$ cat src/sv/uci_pkg.sv
`timescale 1ns / 1ps
package uci_pkg;

  // Table and fixed-point geometry
  localparam int TABLE_ENTRIES = 1024;
  localparam int FRACTION_BITS = 16;
  localparam int ADDR_W        = $clog2(TABLE_ENTRIES);
  localparam int NCNT_W        = ADDR_W + 1;
  localparam int T_W           = FRACTION_BITS + 1;   // t in [0, 1.0]
  localparam int COEF_W        = 40;
  localparam int ENTRY_W       = 4 * COEF_W;
  localparam int DIFF_W        = 33;
  localparam int CFG_IDX_W     = 2;
  localparam int CFG_DATA_W    = 32;
  localparam int NUMINT_W      = 11;

  localparam logic [T_W-1:0] T_ONE = {1'b1, {FRACTION_BITS{1'b0}}};

  typedef enum logic {
    OP_LOAD = 1'b0,
    OP_EVAL = 1'b1
  } op_t;

  typedef enum logic [CFG_IDX_W-1:0] {
    CFG_MIN_ARG       = 2'd0,
    CFG_STEP_INV      = 2'd1,
    CFG_NUM_INTERVALS = 2'd2
  } cfg_reg_t;

  typedef struct packed {
    op_t                operation;
    logic [9:0]         interval_index;
    logic signed [31:0] sample_at_start;
    logic signed [31:0] sample_at_third;
    logic signed [31:0] sample_at_two_thirds;
    logic signed [31:0] sample_at_end;
    logic signed [31:0] arg_value;
  } in_word_t;

  typedef struct packed {
    logic signed [31:0] approx_value;
    logic               out_of_range;
  } out_word_t;

  typedef struct packed {
    logic signed [COEF_W-1:0] c3;
    logic signed [COEF_W-1:0] c2;
    logic signed [COEF_W-1:0] c1;
    logic signed [COEF_W-1:0] c0;
  } coef_entry_t;

  // Scaled argument handed from the scaler to the evaluator
  typedef struct packed {
    logic [ADDR_W-1:0] addr;
    logic [T_W-1:0]    t;
    logic              flag;
  } scale_t;

endpackage

$ cat src/sv/uci_arg_scale.sv
`timescale 1ns / 1ps
module uci_arg_scale import uci_pkg::*; (
  input  logic                     clk,
  input  logic                     rst_n,
  input  logic                     in_valid,
  output logic                     in_ready,
  input  logic                     in_load,
  input  logic [9:0]               in_widx,
  input  coef_entry_t              in_coef,
  input  logic signed [DIFF_W-1:0] diff,
  input  logic [31:0]              step_inv,
  input  logic [NCNT_W-1:0]        n_eff,
  output logic                     out_valid,
  input  logic                     out_ready,
  output scale_t                   out_sc,
  output logic                     out_load,
  output logic [9:0]               out_widx,
  output coef_entry_t              out_coef
);

  logic        v2_r, neg2_r;
  logic [63:0] prod2_r;
  logic        v3_r;
  scale_t      sc3_r, sc_nxt;
  logic        rdy2, rdy3;
  logic [31:0] idx;
  // load words ride along so table writes stay in word order
  logic        ld2_r, ld3_r;
  logic [9:0]  widx2_r, widx3_r;
  coef_entry_t coef2_r, coef3_r;

  assign rdy3     = !v3_r || out_ready;
  assign rdy2     = !v2_r || rdy3;
  assign in_ready = rdy2;

  // stage 2: Q16.16 offset times Q16.16 reciprocal -> Q32.32
  always_ff @(posedge clk) begin
    if (!rst_n) begin
      v2_r <= 1'b0;
    end else if (rdy2) begin
      v2_r <= in_valid;
    end
    if (rdy2 && in_valid) begin
      neg2_r  <= diff[DIFF_W-1];
      prod2_r <= diff[31:0] * step_inv;
      ld2_r   <= in_load;
      widx2_r <= in_widx;
      coef2_r <= in_coef;
    end
  end

  // stage 3: split into index and fraction, clamp at both ends
  assign idx = prod2_r[63:32];

  always_comb begin
    sc_nxt.addr = idx[ADDR_W-1:0];
    sc_nxt.t    = {1'b0, prod2_r[31 -: FRACTION_BITS]};
    sc_nxt.flag = 1'b0;
    if (neg2_r) begin
      sc_nxt.addr = '0;
      sc_nxt.t    = '0;
      sc_nxt.flag = 1'b1;
    end else if (idx >= 32'(n_eff)) begin
      sc_nxt.addr = ADDR_W'(n_eff - NCNT_W'(1));
      sc_nxt.t    = T_ONE;
      sc_nxt.flag = 1'b1;
    end
  end

  always_ff @(posedge clk) begin
    if (!rst_n) begin
      v3_r <= 1'b0;
    end else if (rdy3) begin
      v3_r <= v2_r;
    end
    if (rdy3 && v2_r) begin
      sc3_r   <= sc_nxt;
      ld3_r   <= ld2_r;
      widx3_r <= widx2_r;
      coef3_r <= coef2_r;
    end
  end

  assign out_valid = v3_r;
  assign out_sc    = sc3_r;
  assign out_load  = ld3_r;
  assign out_widx  = widx3_r;
  assign out_coef  = coef3_r;

endmodule

$ cat config.mk
export PLATFORM = sky130hd
export DESIGN_NAME = uci_arg_scale
export DESIGN_NICKNAME = d
export VERILOG_FILES = /design/src/sv/uci_pkg.sv /design/src/sv/uci_arg_scale.sv
export SDC_FILE = /design/constraint.sdc
export NUM_CORES = 2
export LEC_CHECK = 0
export ABC_AREA = 1
export BUFFER_PORTS_ARGS = -buffer_cell sky130_fd_sc_hd__buf_2
export CORE_AREA = 2 2 326 328
export DETAILED_ROUTE_END_ITERATION = 6
export DIE_AREA = 0 0 328 330
export PLACE_DENSITY = 0.78
export SKIP_LAST_GASP = 1
export SLEW_MARGIN = 20
export SYNTH_ARGS = -nofsm -noshare
export SYNTH_HDL_FRONTEND = slang
export SYNTH_SLANG_ARGS = --single-unit
$ cat constraint.sdc
create_clock -name clk -period 12.8 [get_ports clk]
set_input_delay 1.92 -clock clk [delete_from_list [all_inputs] [get_ports clk]]
set_output_delay 1.92 -clock clk [all_outputs]
set_load 0.01 [all_outputs]
==> summary.md <==
| Metric | Value |
|---|---|
| Most frequent cells in the layout | `inv_1 (1707), nand2_1 (1367), fa_1 (895)` |
| Initial core utilization | `0.467` |
| Fin crit share | `0.673` |
| Final min period | `roughly 8600 ps` |
| Worst-margin pin slew | `1030 ps` |
| Utilization after layout | `0.510` |
| Post-Syn Area | `roughly 50000 um^2` |
| Clock Tree Root | `clkbuf_16` |
| Clock Pin Slew Worst Setup and Hold Paths | `around 60 ps` |
| Post-synth ARST share | `0` |
| Worst EP arrival | `8920 ps` |
| Resized cells post-CTS | `0` |
| PortBufs | `451` |
| Post-DP HPWL | `110000 um` |
| Reg-to-reg slack, setup | `9640 ps` |
| Mapped Cells | `5370` |
| Cell row count | `119` |
| Unrepaired setup endpoints after global routing | `no` |
| Fin. Hold Viols | `0` |
| CP bufs+invs | `5` |
| # IOs | `452` |
| Clock Latency Late Sink | `550 ps` |
| Slowest cell delay on critical path | `slightly above 700 ps` |
| Crit. End Element | `flop` |
| Count of cell types in the netlist | `38` |
| Number of nets in the layout | `7091` |
| CTS Hold Bufs | `0` |
| PnR worst setup slack | `about 4200 ps` |
| Fin Setup TNS | `0 ps` |
| GRT Residual Overflow | `0` |
| Placed Cells incl. Taps | `7024` |
| GPL Wtd Cong | `1.01` |
| Syn Nets | `between 6000 and 7000` |
| First DRT Iteration DRCs | `2672` |
| Post-route non-filler standard cell count | `just over 7000` |
| Worst-path cell chain | `buf_2 > nand2_1 > fa_1 > fa_1 > fa_1 > fa_1 > inv_1 > fa_1 > fa_1 > fa_1 > inv_1 > fa_1 > inv_1 > ha_1 > a21oi_1 > o21ai_0 > inv_1 > nand2_1 > a21oi_1 > nor2_1 > nor2_1 > nand2_1 > nand2_1 > nand2_1` |
| CP Data Required Time | `about 13000 ps` |
| Crit-path max FO | `32` |
| Fill count | `9348` |
| DR WL/cell | `19.9 um` |
| Ratio of cells with drive above 1 in the final layout | `0.0995` |
| Die footprint | `around 110000 um^2` |
| Register area share after synthesis | `0.258` |
| Layout area overhead | `9.30%` |
| Top-area cell type share of the netlist area | `0.367` |
| Slew Limit Fails | `0` |
| Critical path's top delay family | `adder cells` |
| Final setup fails | `0` |
| Critical path class | `in -> reg` |
| Min-delay worst type | `reg -> reg` |
| Number of synthesized flops with an enable pin | `419` |
| Die width | `328 um` |
| Status | `finished clean` |
| Routed via count | `36100` |
| Post-DR vias/cell | `~5.1` |
| Largest net degree at the start of global routing | `171` |
| Die height | `330 um` |
| Pre-CTS WS | `~3800 ps` |
| Drt first pass iters | `7` |
| CTS H-tree depth | `2` |
| Critical path's most frequent cell | `fa_1` |
| MaxCap Viol Count | `0` |
| Synth Warn # | `0` |
| CTS sink cnt | `around 420` |
| Global-route wire length before repair | `around 220000 um` |
| Drt total wl | `roughly 140000 um` |
| CTS max path bufs | `3` |
| Clk_skew | `~21 ps` |
| Synth area leaders | `fa_1 (37%), edfxtp_1 (26%), inv_1 (13%)` |
| CTS tree | `built` |
| Max_slew headroom | `0.312` |
| Placeable Area | `105000 um^2` |
| Commonest non-fill, non-tap cell in the layout | `inv_1` |
| Post-CTS Setup Repair Bufs | `0` |
| Mean Syn Cell Area | `around 9 um^2` |
| DRT antenna net count | `0` |
| GR Util All Layers | `0.264` |
| Area leader, netlist | `fa_1` |
| Peak Freq | `116 MHz` |
| Ys flop type | `edfxtp_1` |
| Worst path slowest cell | `buf_2` |
| Post-route DRC | `0` |
| Initial antenna violation count | `20` |
| Type of origin of the critical path | `input port` |
| Vias in the first global route | `38700` |
| Number of clock buffers inserted by TritonCTS | `38` |
| Synthesized flop and latch total | `roughly 420` |
[cell families (layout without fill, tap and decap cells)]
family	count (synthesis)	count (layout)	share of synthesized area
xor gates and xnor gates	32	32	0.00573
DFF	421	421	0.258
buffers and inverters	1918	2249	0.148
other	0	6	0
AOI/OAI and AO/OA	167	167	0.0187
adders and majority gates	1167	1167	0.436
and+or+nand+nor	1665	1665	0.134
[state kept, by name, summed over array words and instances (netlist names)]
name / count
out_widx: 10
prod2_r: 48
out_valid: 1
out_coef: 160
neg2_r: 1
out_sc: 28
ld2_r: 1
widx2_r: 10
coef2_r: 160
out_load: 1
v2_r: 1
[final cells by class]
| type | instances | area (um^2) | share of cell area |
|---|---|---|---|
| diodes | 6 | 15.0 | 0.000281 |
| clock buffers | 47 | 1010 | 0.0188 |
| clock inverters | 21 | 185 | 0.00347 |
| inverters | 1722 | 6470 | 0.121 |
| multi-input cells | 3031 | 29100 | 0.544 |
| flip-flops and latches | 421 | 12600 | 0.236 |
| well taps | 1391 | 1740 | 0.0326 |
| repair buffers | 459 | 2330 | 0.0436 |
[Yosys cell counts (5+ instances only)]
master	number
nor3_1	12
o21ai_2	5
nand3_1	68
o21bai_1	12
clkbuf_1	193
nor2_1	170
edfxtp_1	419
nand2_2	8
nand2_1	1367
nor2_2	12
a21oi_1	88
inv_2	14
nor4_1	5
ha_1	272
fa_1	895
inv_1	1708
xor2_1	29
nand4_1	7
o21ai_0	50
[worst paths after layout]
path,startpoint,to,depth (start not counted)
worst max-delay path,step_inv[8],prod2_r[53]$_DFFE_PP_,24
worst min-delay path,coef2_r[36]$_DFFE_PP_,out_coef[36]$_DFFE_PP_,0
worst max register to register,out_valid$_SDFFE_PN0P_,coef2_r[5]$_DFFE_PP_,5
worst min register to register,coef2_r[36]$_DFFE_PP_,out_coef[36]$_DFFE_PP_,0
[worst register-to-register path: cells and delay by family, from the launching register on]
kind	cells	cell delay, ps
flops	1	360
buf+inv	3	2100
simple gates	2	310
[metrics by stage]
stage	cell area, um^2	hold slack, ps
floorplan	48900	400
global placement	52200	400
detailed placement	52200	405
CTS	53400	415
global route	53400	420
finish	53400	412
[metal layers]
| layer | vias up | share of wire | track usage |
|---|---|---|---|
| li1 | 15900 | - | - |
| met1 | 17700 | 0.36 | 0.312 |
| met2 | 2022 | 0.49 | 0.453 |
| met3 | 493 | 0.11 | 0.0659 |
| met4 | 6 | 0.052 | 0.120 |
| met5 | - | 0.00030 | 0 |
Power is not shown: default switching activity piles up to over one toggle a cycle in this logic, so the estimate is an artifact.
