[config.mk]
export PLATFORM = sky130hd
export DESIGN_NAME = uci_ram
export DESIGN_NICKNAME = d
export VERILOG_FILES = /design/src/sv/uci_ram.sv
export SDC_FILE = /design/constraint.sdc
export NUM_CORES = 1
export LEC_CHECK = 0
export ABC_AREA = 0
export BUFFER_PORTS_ARGS = -buffer_cell sky130_fd_sc_hd__buf_2
export CAP_MARGIN = 20
export CORE_UTILIZATION = 50
export DETAILED_ROUTE_END_ITERATION = 12
export PLACE_DENSITY = 0.66
export SETUP_SLACK_MARGIN = 0.05
export SLEW_MARGIN = 20
export SYNTH_ARGS = -nofsm -noshare
export SYNTH_HDL_FRONTEND = slang
export SYNTH_SLANG_ARGS = --single-unit
[constraint.sdc]
create_clock -name clk -period 3.7 [get_ports clk]
set_clock_uncertainty 0.1 [all_clocks]
set_input_delay 0.74 -clock clk [delete_from_list [all_inputs] [get_ports clk]]
set_output_delay 0.74 -clock clk [all_outputs]
set_load 0.05 [all_outputs]
[src/sv/uci_ram.sv]
`timescale 1ns / 1ps
module uci_ram #(
  parameter int WIDTH = 8,
  parameter int DEPTH = 16
) (
  input  logic                     clk,
  input  logic                     we,
  input  logic [$clog2(DEPTH)-1:0] waddr,
  input  logic [WIDTH-1:0]         wdata,
  input  logic                     re,
  input  logic [$clog2(DEPTH)-1:0] raddr,
  output logic [WIDTH-1:0]         rdata
);

  logic [WIDTH-1:0] mem_r [DEPTH];

  // read-first on a same-address collision
  always_ff @(posedge clk) begin
    if (we) begin
      mem_r[waddr] <= wdata;
    end
    if (re) begin
      rdata <= mem_r[raddr];
    end
  end

endmodule

==> results of run 1 <==
## cells by family (layout without fill, tap and decap cells)
kind of cell	Yosys count	in the layout	synth area share
AO/OA/AOI/OAI	16	16	0.02298
buffers and inverters	10	67	0.01651
flip-flops	136	136	0.7812
multiplexers	32	32	0.1479
AND/OR/NAND/NOR	35	35	0.03136
## power by group through the flow
stage | combinational [mW] | sequential (mW) | clock, mW
6_report | 0.175 | 1.75 | 1.58
5_1_grt | 0.189 | 1.75 | 1.68
4_1_cts | 0.179 | 1.75 | 1.61
2_1_floorplan | 0.0876 | 1.80 | 0
3_3_place_gp | 0.175 | 1.78 | 0
3_5_place_dp | 0.179 | 1.78 | 0
## metrics by stage
| stage | worst slack, ns | utilization | instance area (µm²) | hold WS (ns) | power, mW |
|---|---|---|---|---|---|
| 4_1_cts | 1.670 | 0.6091 | 6063 | 0.4894 | 3.534 |
| 5_1_grt | 1.627 | 0.6091 | 6063 | 0.4926 | 3.615 |
| 3_3_place_gp | 1.187 | 0.5530 | 5505 | 0.6400 | 1.952 |
| 2_1_floorplan | 1.367 | - | 5228 | 0.6048 | 1.889 |
| 3_5_place_dp | 1.160 | 0.5530 | 5505 | 0.6429 | 1.956 |
| 6_report | 1.683 | 0.6091 | 6063 | 0.5194 | 3.502 |
## critical path, delay by kind of cell
kind / cells / cell delay, ns
AOI/OAI and AO/OA: 1 / 0.27
and+or+nand+nor: 1 / 0.10
muxes: 1 / 0.43
buffers and inverters: 1 / 0.61
## placed cells by master (no fill, tap or decap), types with 2 or more instances in the layout
cell	netlist	layout
a22oi_1	16	16
buf_2	3	26
buf_4	1	9
bufinv_16	0	3
clkbuf_1	0	3
clkbuf_16	0	16
clkinv_1	0	4
clkinv_2	0	4
edfxtp_1	136	136
mux4_1	14	14
mux4_2	18	18
nand2_1	9	9
nand2b_1	2	2
nand3b_1	2	2
nor2_1	13	13
nor3_1	4	4
## registers in the layout, indices dropped and copies added (netlist names)
name   flops
mem_r    128
rdata      8
## worst max path at each step
stage	cells past startpoint	to	slack, ns	from
after global placement	4	rdata[6]	1.19	raddr[1]
after CTS	1	rdata[6]	1.67	rdata[6]
after global routing	4	rdata[7]	1.63	raddr[1]
final	4	rdata[7]	1.68	raddr[1]
after detailed placement	4	rdata[7]	1.16	raddr[1]
after floorplan	2	mem_r[0][0]	1.37	waddr[2]
## cell type report
class	instances	share of cell area
clock buffer	20	0.07016
sequential	136	0.6735
tap	133	0.02745
multi-input combinational	83	0.1744
timing repair buffer	35	0.03260
clock inverter	12	0.02187
## routing by layer
metal | part of all wire | track usage | up-vias
met2 | 0.51 | 0.3052 | 78
li1 | - | - | 1072
met5 | 0 | 0 | -
met1 | 0.43 | 0.2679 | 1205
met3 | 0.053 | 0.05263 | 4
met4 | 0.0086 | 0.08163 | 0
==> flow_metrics.py, run 1 <==
metrics = {
    "synth": {
        "syn_avg_cell_area_um2": 22.83,
        "synth.area.top_cells": "edfxtp_1, mux4_2, mux4_1",
        "synth_most_common_cell": "edfxtp_1",
        "syn_area_mm2": 0.005228,
        "ys_ff_latch": 136,
        "synth-edff-count": 136,
        "synth-main-ff-cell": "edfxtp_1",
        "yosys.area.top_type": "edfxtp_1",
        "syn_inst": 229,
        "async_flop_share": 0,
        "yosysTopAreaCellShare": 0.7812,
        "synth_cell_types": 18,
        "yosysWarnings": 0,
        "synth_common_cells": "edfxtp_1, mux4_2, a22oi_1, mux4_1, nor2_1",
        "ys_seq_area_frac": 0.7812,
        "syn-num-nets": 248,
    },
    "die": {
        "initial_core_util": 0.5251,
        "die_x_um": 104.3,
        "io_pins": 27,
        "rows": 36,
        "core_mm2": 0.009955,
        "die_area_mm2": 0.01087,
        "chipHeight_um": 104.3,
    },
    "placement": {
        "portBuffers": 26,
        "dp_cells": 387,
        "post-dp-hpwl_um": 6090,
        "place_congestion": 0.7135,
    },
    "routing": {
        "drt_iter0_markers": 195,
        "wl_per_cell_um": 22.80,
        "vias_per_cell": 5.630,
        "dr.pass1.iters": 5,
        "vias": 2359,
        "drt_wl_total_um": 9553,
        "antenna_left": 0,
        "drcViolationCount": 0,
    },
    "final_layout": {
        "drive_gt1_frac": 0.2762,
        "seqCellArea_mm2": 0.004084,
        "area_delta_synth_final_pct": 15.99,
        "fin_nets": 292,
        "diodes": 0,
        "layout.cells.non_filler": 419,
        "nFillCells": 722,
        "multi_input_area_mm2": 0.001057,
    },
    "cts": {
        "cts_tree": "yes",
        "root_buffer": "clkbuf_8",
        "path_clk_slew_ns": 0.06,
        "cts.htree.levels": 4,
        "cts-resized-gates": 0,
        "clock_latency_ns": 0.51,
        "cts_setup_buffers": 0,
        "cts_buffers": 17,
        "clockBufferDepth": 2,
        "ctsHoldBuffers": 0,
        "clkSinkCount": 136,
    },
    "power_and_ir_drop": {
        "p_seq_frac": 0.498,
        "peakVddDrop_v": 0.0002820,
        "combPwrFrac": 0.050,
        "p_int_mw": 2.810,
        "p_sw_frac": 0.1977,
        "p_switching_uw": 692.2,
        "power.density_mw_per_mm2": 577.6,
        "leakage_nw": 2.029,
        "p_clk_frac": 0.452,
    },
    "timing": {
        "final_max_slew_viol_count": 0,
        "finalSetupTns_ns": 0,
        "hold_viol": 0,
        "max_freq_ghz": 0.4958,
        "worstMarginPinSlew_ns": 0.8532,
        "finalCritPeriodShare": 0.5451,
        "slew-limit-headroom": 0.4291,
        "period_needed_ns": 2.017,
        "setup_viol": 0,
        "rsz0062_at_grt": "no",
    },
    "setup_path": {
        "worstPathCellList": "buf_2 -> mux4_2 -> a22oi_1 -> nand2_1",
        "crit_path_start_kind": "input pin",
        "worstReg2RegStart": "mem_r[3][7]",
        "reg2reg_slack_ns": 2.12,
        "regToRegEndpoint": "rdata[7]",
        "end_kind": "flop",
        "arrival_ns": 2.17,
        "required_ns": 3.85,
        "worst_r2r_path_depth": 3,
        "path_class": "in2reg",
        "cp_max_fo": 32,
        "crit_slowest_cell": "buf_2",
        "max_stage_delay_ns": 0.61,
    },
    "global_route": {
        "gr-usage-all-layers": 0.1971,
        "grt_pass1_wl_um": 14790,
        "gr-total-overflow": 0,
        "antenna_found_initial": 0,
        "grt_pass1_vias": 2536,
        "grt_start_max_net_pins": 33,
    },
    "min_path": {
        "min-delay-start": "re",
        "whs_path_depth": 1,
        "hp-class": "in2reg",
        "hold_end": "rdata[2]",
    },
    "job": {
        "maxCapViolCount": 0,
    },
    "run_status": {
        "status": "finished clean",
    },
}
Power figures use the tool's default switching activity.
==> inputs of run 2 (changes only) <==
--- a/config.mk
+++ b/config.mk
@@ -10,7 +10,7 @@
 export CAP_MARGIN = 20
 export CORE_UTILIZATION = 50
 export DETAILED_ROUTE_END_ITERATION = 12
-export PLACE_DENSITY = 0.66
+export PLACE_DENSITY = 0.69
 export SETUP_SLACK_MARGIN = 0.05
 export SLEW_MARGIN = 20
 export SYNTH_ARGS = -nofsm -noshare
==> constraint.sdc (replaced) <==
create_clock -name clk -period 1.75 [get_ports clk]
set_clock_uncertainty 0.1 [all_clocks]
set_input_delay 0.35 -clock clk [delete_from_list [all_inputs] [get_ports clk]]
set_output_delay 0.35 -clock clk [all_outputs]
set_load 0.05 [all_outputs]
==> flow_metrics.py, run 2 (same netlist as run 1, synthesis figures left out) <==
metrics = {
    "routing": {
        "drcViolationCount": 0,
        "dr.pass1.iters": 5,
        "wl_per_cell_um": 22.43,
        "vias": 2440,
        "drt_wl_total_um": 9578,
        "drt_iter0_markers": 206,
        "antenna_left": 0,
        "vias_per_cell": 5.714,
    },
    "power_and_ir_drop": {
        "peakVddDrop_v": 0.0006754,
        "p_seq_frac": 0.512,
        "power.density_mw_per_mm2": 1171,
        "p_switching_mw": 1.409,
        "report.power.total_mw": 7.209,
        "p_int_mw": 5.800,
        "leakage_nw": 2.083,
        "combPwrFrac": 0.055,
        "p_sw_frac": 0.1955,
        "p_clk_frac": 0.433,
    },
    "final_layout": {
        "diodes": 0,
        "mostFrequentLayoutCells": "edfxtp_1, buf_2, mux4_2",
        "drive_gt1_frac": 0.2925,
        "seqCellArea_mm2": 0.004084,
        "area_delta_synth_final_pct": 17.76,
        "regMostFlops": "mem_r",
        "top_regs": "mem_r: 128 flops, rdata: 8 flops",
        "largest_reg_flops": 128,
        "final_common_cell": "edfxtp_1",
        "layout.cells.non_filler": 427,
        "nFillCells": 675,
        "fin_nets": 303,
        "multi_input_area_mm2": 0.001062,
    },
    "setup_path": {
        "required_ns": 1.30,
        "arrival_ns": 1.18,
        "path_buf_inv": 1,
        "cp_max_fo": 1,
        "max_stage_delay_ns": 0.38,
        "path_class": "reg2out",
        "worstPathCellList": "buf_2",
        "end_kind": "output port",
        "crit_path_start_kind": "flop",
        "crit_family": "flip-flops",
        "crit_slowest_cell": "edfxtp_1",
    },
    "die": {
        "rows": 36,
        "core_mm2": 0.009955,
        "die_x_um": 104.3,
        "die_area_mm2": 0.01087,
        "chipHeight_um": 104.3,
        "io_pins": 27,
        "initial_core_util": 0.5251,
    },
    "cts": {
        "cts_buffers": 17,
        "clockBufferDepth": 2,
        "path_clk_slew_ns": 0.05,
        "clkSinkCount": 136,
        "cts_setup_buffers": 0,
        "clock_latency_ns": 0.52,
        "cts.htree.levels": 4,
        "ctsHoldBuffers": 0,
        "cts-resized-gates": 0,
        "root_buffer": "clkbuf_8",
        "cts_tree": "yes",
    },
    "timing": {
        "worstMarginPinSlew_ns": 0.7630,
        "setup_viol": 0,
        "slew-limit-headroom": 0.4903,
        "hold_viol": 0,
        "max_freq_ghz": 0.6135,
        "period_needed_ns": 1.630,
        "final_max_slew_viol_count": 0,
        "rsz0062_at_grt": "no",
        "finalCritPeriodShare": 0.9314,
    },
    "global_route": {
        "gr-total-overflow": 0,
        "grt_pass1_wl_um": 14480,
        "grt_pass1_vias": 2537,
        "gr-usage-all-layers": 0.1954,
        "grt_start_max_net_pins": 20,
        "antenna_found_initial": 0,
    },
    "placement": {
        "post-dp-hpwl_um": 6025,
        "dp_cells": 398,
        "portBuffers": 26,
        "place_congestion": 0.7299,
    },
    "min_path": {
        "hp-class": "in2reg",
    },
    "job": {
        "maxCapViolCount": 0,
    },
    "run_status": {
        "status": "finished clean",
    },
}
run 2: changes by cell type in the layout (fill, tap and decap cells not counted):
cell and delta:
buf_12 +4, clkinv_2 -3, nor3_2 +1, clkbuf_1 +2, clkinvlp_4 -1, nor3_1 -1
buf_4 +7, bufinv_16 -1
run 2: worst paths after layout:
check	start	cells past startpoint	slack, ns	endpoint
max	rdata[7]	1	0.12	rdata[7]
min reg2reg	mem_r[15][3]	3	0.66	rdata[3]
max reg2reg	mem_r[4][2]	3	0.16	rdata[2]
min	wdata[0]	1	0.11	mem_r[6][0]
run 2: area by class of cell:
class	count	area share
flip-flops and latches	136	0.6634
multi-input cells	83	0.1726
clock buffers	22	0.07033
repair buffers	46	0.05366
well taps	133	0.02703
clock inverters	7	0.01301
run 2: power by group through the flow:
| stage | sequential, mW | clock [mW] | combinational (mW) |
|---|---|---|---|
| 2_1_floorplan | 3.81 | 0 | 0.188 |
| 3_3_place_gp | 3.76 | 0 | 0.390 |
| 3_5_place_dp | 3.76 | 0 | 0.395 |
| 4_1_cts | 3.69 | 3.16 | 0.400 |
| 5_1_grt | 3.70 | 3.31 | 0.420 |
| 6_report | 3.69 | 3.12 | 0.393 |
run 2: through the flow:
step | hold slack (ns) | setup TNS (ns) | utilization | setup WS (ns) | cell area [µm²]
after floorplan | 0.3489 | 0 | - | 0.02404 | 5240
after global placement | 0.6244 | -1.543 | 0.5669 | -0.2739 | 5643
after detailed placement | 0.6383 | -1.620 | 0.5669 | -0.2948 | 5643
after CTS | 0.09280 | 0 | 0.6184 | 0.07866 | 6156
after global routing | 0.09148 | 0 | 0.6184 | 0.07743 | 6156
final | 0.1128 | 0 | 0.6184 | 0.1201 | 6156
run 2: routing by layer:
| layer | GRT usage | routed length [µm] | vias to the layer above | share of wire |
|---|---|---|---|---|
| li1 | - | - | 1088 | - |
| met1 | 0.2459 | 3973 | 1257 | 0.41 |
| met2 | 0.3124 | 4929 | 84 | 0.51 |
| met3 | 0.07018 | 546 | 11 | 0.057 |
| met4 | 0.07551 | 128 | 0 | 0.013 |
| met5 | 0 | 0 | - | 0 |
==> inputs of run 3 (changes only) <==
--- a/config.mk
+++ b/config.mk
@@ -5,12 +5,14 @@
 export SDC_FILE = /design/constraint.sdc
 export NUM_CORES = 1
 export LEC_CHECK = 0
-export ABC_AREA = 0
+export ABC_AREA = 1
 export BUFFER_PORTS_ARGS = -buffer_cell sky130_fd_sc_hd__buf_2
 export CAP_MARGIN = 20
-export CORE_UTILIZATION = 50
+export CELL_PAD_IN_SITES_DETAIL_PLACEMENT = 0
+export CELL_PAD_IN_SITES_GLOBAL_PLACEMENT = 1
+export CORE_UTILIZATION = 44
 export DETAILED_ROUTE_END_ITERATION = 12
-export PLACE_DENSITY = 0.69
+export PLACE_DENSITY = 0.74
 export SETUP_SLACK_MARGIN = 0.05
 export SLEW_MARGIN = 20
 export SYNTH_ARGS = -nofsm -noshare
==> flow_metrics.py, run 3 <==
metrics = {
    "routing": {
        "drcViolationCount": 0,
        "drt_iter0_markers": 328,
        "drt_wl_total_um": 12670,
        "dr.pass1.iters": 4,
        "vias": 3759,
        "antenna_left": 0,
        "wl_per_cell_um": 16.16,
        "vias_per_cell": 4.795,
    },
    "synth": {
        "synth_cell_types": 11,
        "async_flop_share": 0,
        "ys_seq_area_frac": 0.6985,
        "syn_area_mm2": 0.005847,
        "syn-num-nets": 570,
        "synth-main-ff-cell": "edfxtp_1",
        "yosysWarnings": 0,
        "yosys.area.top_type": "edfxtp_1",
        "syn_inst": 551,
        "synth_most_common_cell": "nand2_1",
        "syn_avg_cell_area_um2": 10.61,
        "synth.area.top_cells": "edfxtp_1, nand2_1, nand3_1",
        "yosysTopAreaCellShare": 0.6985,
        "synth-edff-count": 136,
        "synth_common_cells": "nand2_1, edfxtp_1, inv_1, nand3_1, nor2_1",
        "ys_ff_latch": 136,
    },
    "setup_path": {
        "cp_max_fo": 1,
        "crit_slowest_cell": "edfxtp_1",
        "arrival_ns": 1.08,
        "required_ns": 1.30,
        "crit_path_start_kind": "flop",
        "path_class": "reg2out",
        "end_kind": "output port",
        "path_buf_inv": 1,
        "worstPathCellList": "buf_2",
        "crit_family": "flip-flops",
        "max_stage_delay_ns": 0.39,
    },
    "final_layout": {
        "top_regs": "mem_r: 128 flops, rdata: 8 flops",
        "nFillCells": 1111,
        "layout.cells.non_filler": 784,
        "final_common_cell": "nand2_1",
        "multi_input_area_mm2": 0.001214,
        "area_delta_synth_final_pct": 16.43,
        "fin_nets": 619,
        "diodes": 0,
        "regMostFlops": "mem_r",
        "fin_util": 0.5330,
        "fin_area_mm2": 0.006808,
        "drive_gt1_frac": 0.1340,
        "seqCellArea_mm2": 0.004084,
        "largest_reg_flops": 128,
        "mostFrequentLayoutCells": "nand2_1, edfxtp_1, inv_1, nand3_1, buf_2",
    },
    "timing": {
        "final_max_slew_viol_count": 0,
        "hold_viol": 0,
        "worstMarginPinSlew_ns": 0.6118,
        "fin_hold_ws_ns": 0.2321,
        "finalCritPeriodShare": 0.8716,
        "max_freq_ghz": 0.6556,
        "layout_setup_ws_ns": 0.2247,
        "slew-limit-headroom": 0.5915,
        "finalSetupTns_ns": 0,
        "setup_viol": 0,
        "period_needed_ns": 1.525,
        "rsz0062_at_grt": "no",
    },
    "cts": {
        "cts_buffers": 17,
        "root_buffer": "clkbuf_16",
        "cts.htree.levels": 4,
        "ctsHoldBuffers": 0,
        "cts_setup_buffers": 0,
        "clkSinkCount": 136,
        "cts-resized-gates": 0,
        "path_clk_slew_ns": 0.05,
        "cts_tree": "yes",
        "clockBufferDepth": 2,
        "clock_latency_ns": 0.40,
    },
    "die": {
        "initial_core_util": 0.4577,
        "rows": 41,
        "chipHeight_um": 117.3,
        "die_area_mm2": 0.01375,
        "io_pins": 27,
        "die_x_um": 117.3,
        "core_mm2": 0.01277,
    },
    "power_and_ir_drop": {
        "power.density_mw_per_mm2": 1080,
        "leakage_nw": 2.942,
        "peakVddDrop_v": 0.0005535,
        "report.power.total_mw": 7.352,
    },
    "global_route": {
        "gr-usage-met2": 0.3310,
        "grtUsageMet1": 0.2842,
        "grt_start_max_net_pins": 40,
        "antenna_found_initial": 0,
        "gr-total-overflow": 0,
        "top_usage_layer": "met2",
        "grt_use_met3": 0.04737,
        "gr-usage-all-layers": 0.2076,
        "grt_pass1_wl_um": 20220,
        "grt_pass1_vias": 3673,
    },
    "min_path": {
        "hp-class": "in2reg",
    },
    "placement": {
        "post-dp-hpwl_um": 7976,
        "place_area_mm2": 0.006286,
        "portBuffers": 26,
        "place_congestion": 0.7894,
        "dp_cells": 753,
        "place_ws_ns": -0.008571,
    },
    "run_status": {
        "status": "finished clean",
    },
    "job": {
        "maxCapViolCount": 0,
    },
}
-- run 3: cell count changes in the layout (fill, tap and decap cells not counted), moves of 14 or more --
cell and delta:
nand2_1 +164, inv_1 +100, nand3_1 +96, mux4_2 -18, a22oi_1 -16, mux4_1 -14
-- run 3: cells by family (layout without fill, tap and decap cells) --
family,count (synthesis),after routing,share of synthesized area
buffers and inverters,126,187,0.09394
and+or+nand+nor,289,289,0.2076
DFF,136,136,0.6985
-- run 3: cell type report --
| class | count | area share |
|---|---|---|
| sequential | 136 | 0.5999 |
| multi-input combinational | 289 | 0.1783 |
| clock buffer | 21 | 0.06469 |
| timing repair buffer | 54 | 0.05734 |
| inverter | 102 | 0.05624 |
| tap | 172 | 0.03161 |
| clock inverter | 10 | 0.01195 |
-- run 3: power by group --
group	switching (mW)	internal [mW]	total [mW]
clock	1.23	1.92	3.16
sequential	0.0210	3.67	3.69
combinational	0.355	0.146	0.502
-- run 3: final timing paths --
| kind | from | slack (ns) | depth (start not counted) | endpoint |
|---|---|---|---|---|
| max | rdata[6] | 0.22 | 1 | rdata[6] |
| min | re | 0.23 | 1 | rdata[1] |
| max reg2reg | mem_r[8][1] | 0.54 | 6 | rdata[1] |
| min reg2reg | mem_r[3][6] | 0.65 | 6 | rdata[6] |
-- run 3: metal layers --
layer  share of wire  wire, µm
met5               0         0
met4          0.0057        72
met3           0.050       629
met2            0.49      6210
met1            0.45      5757
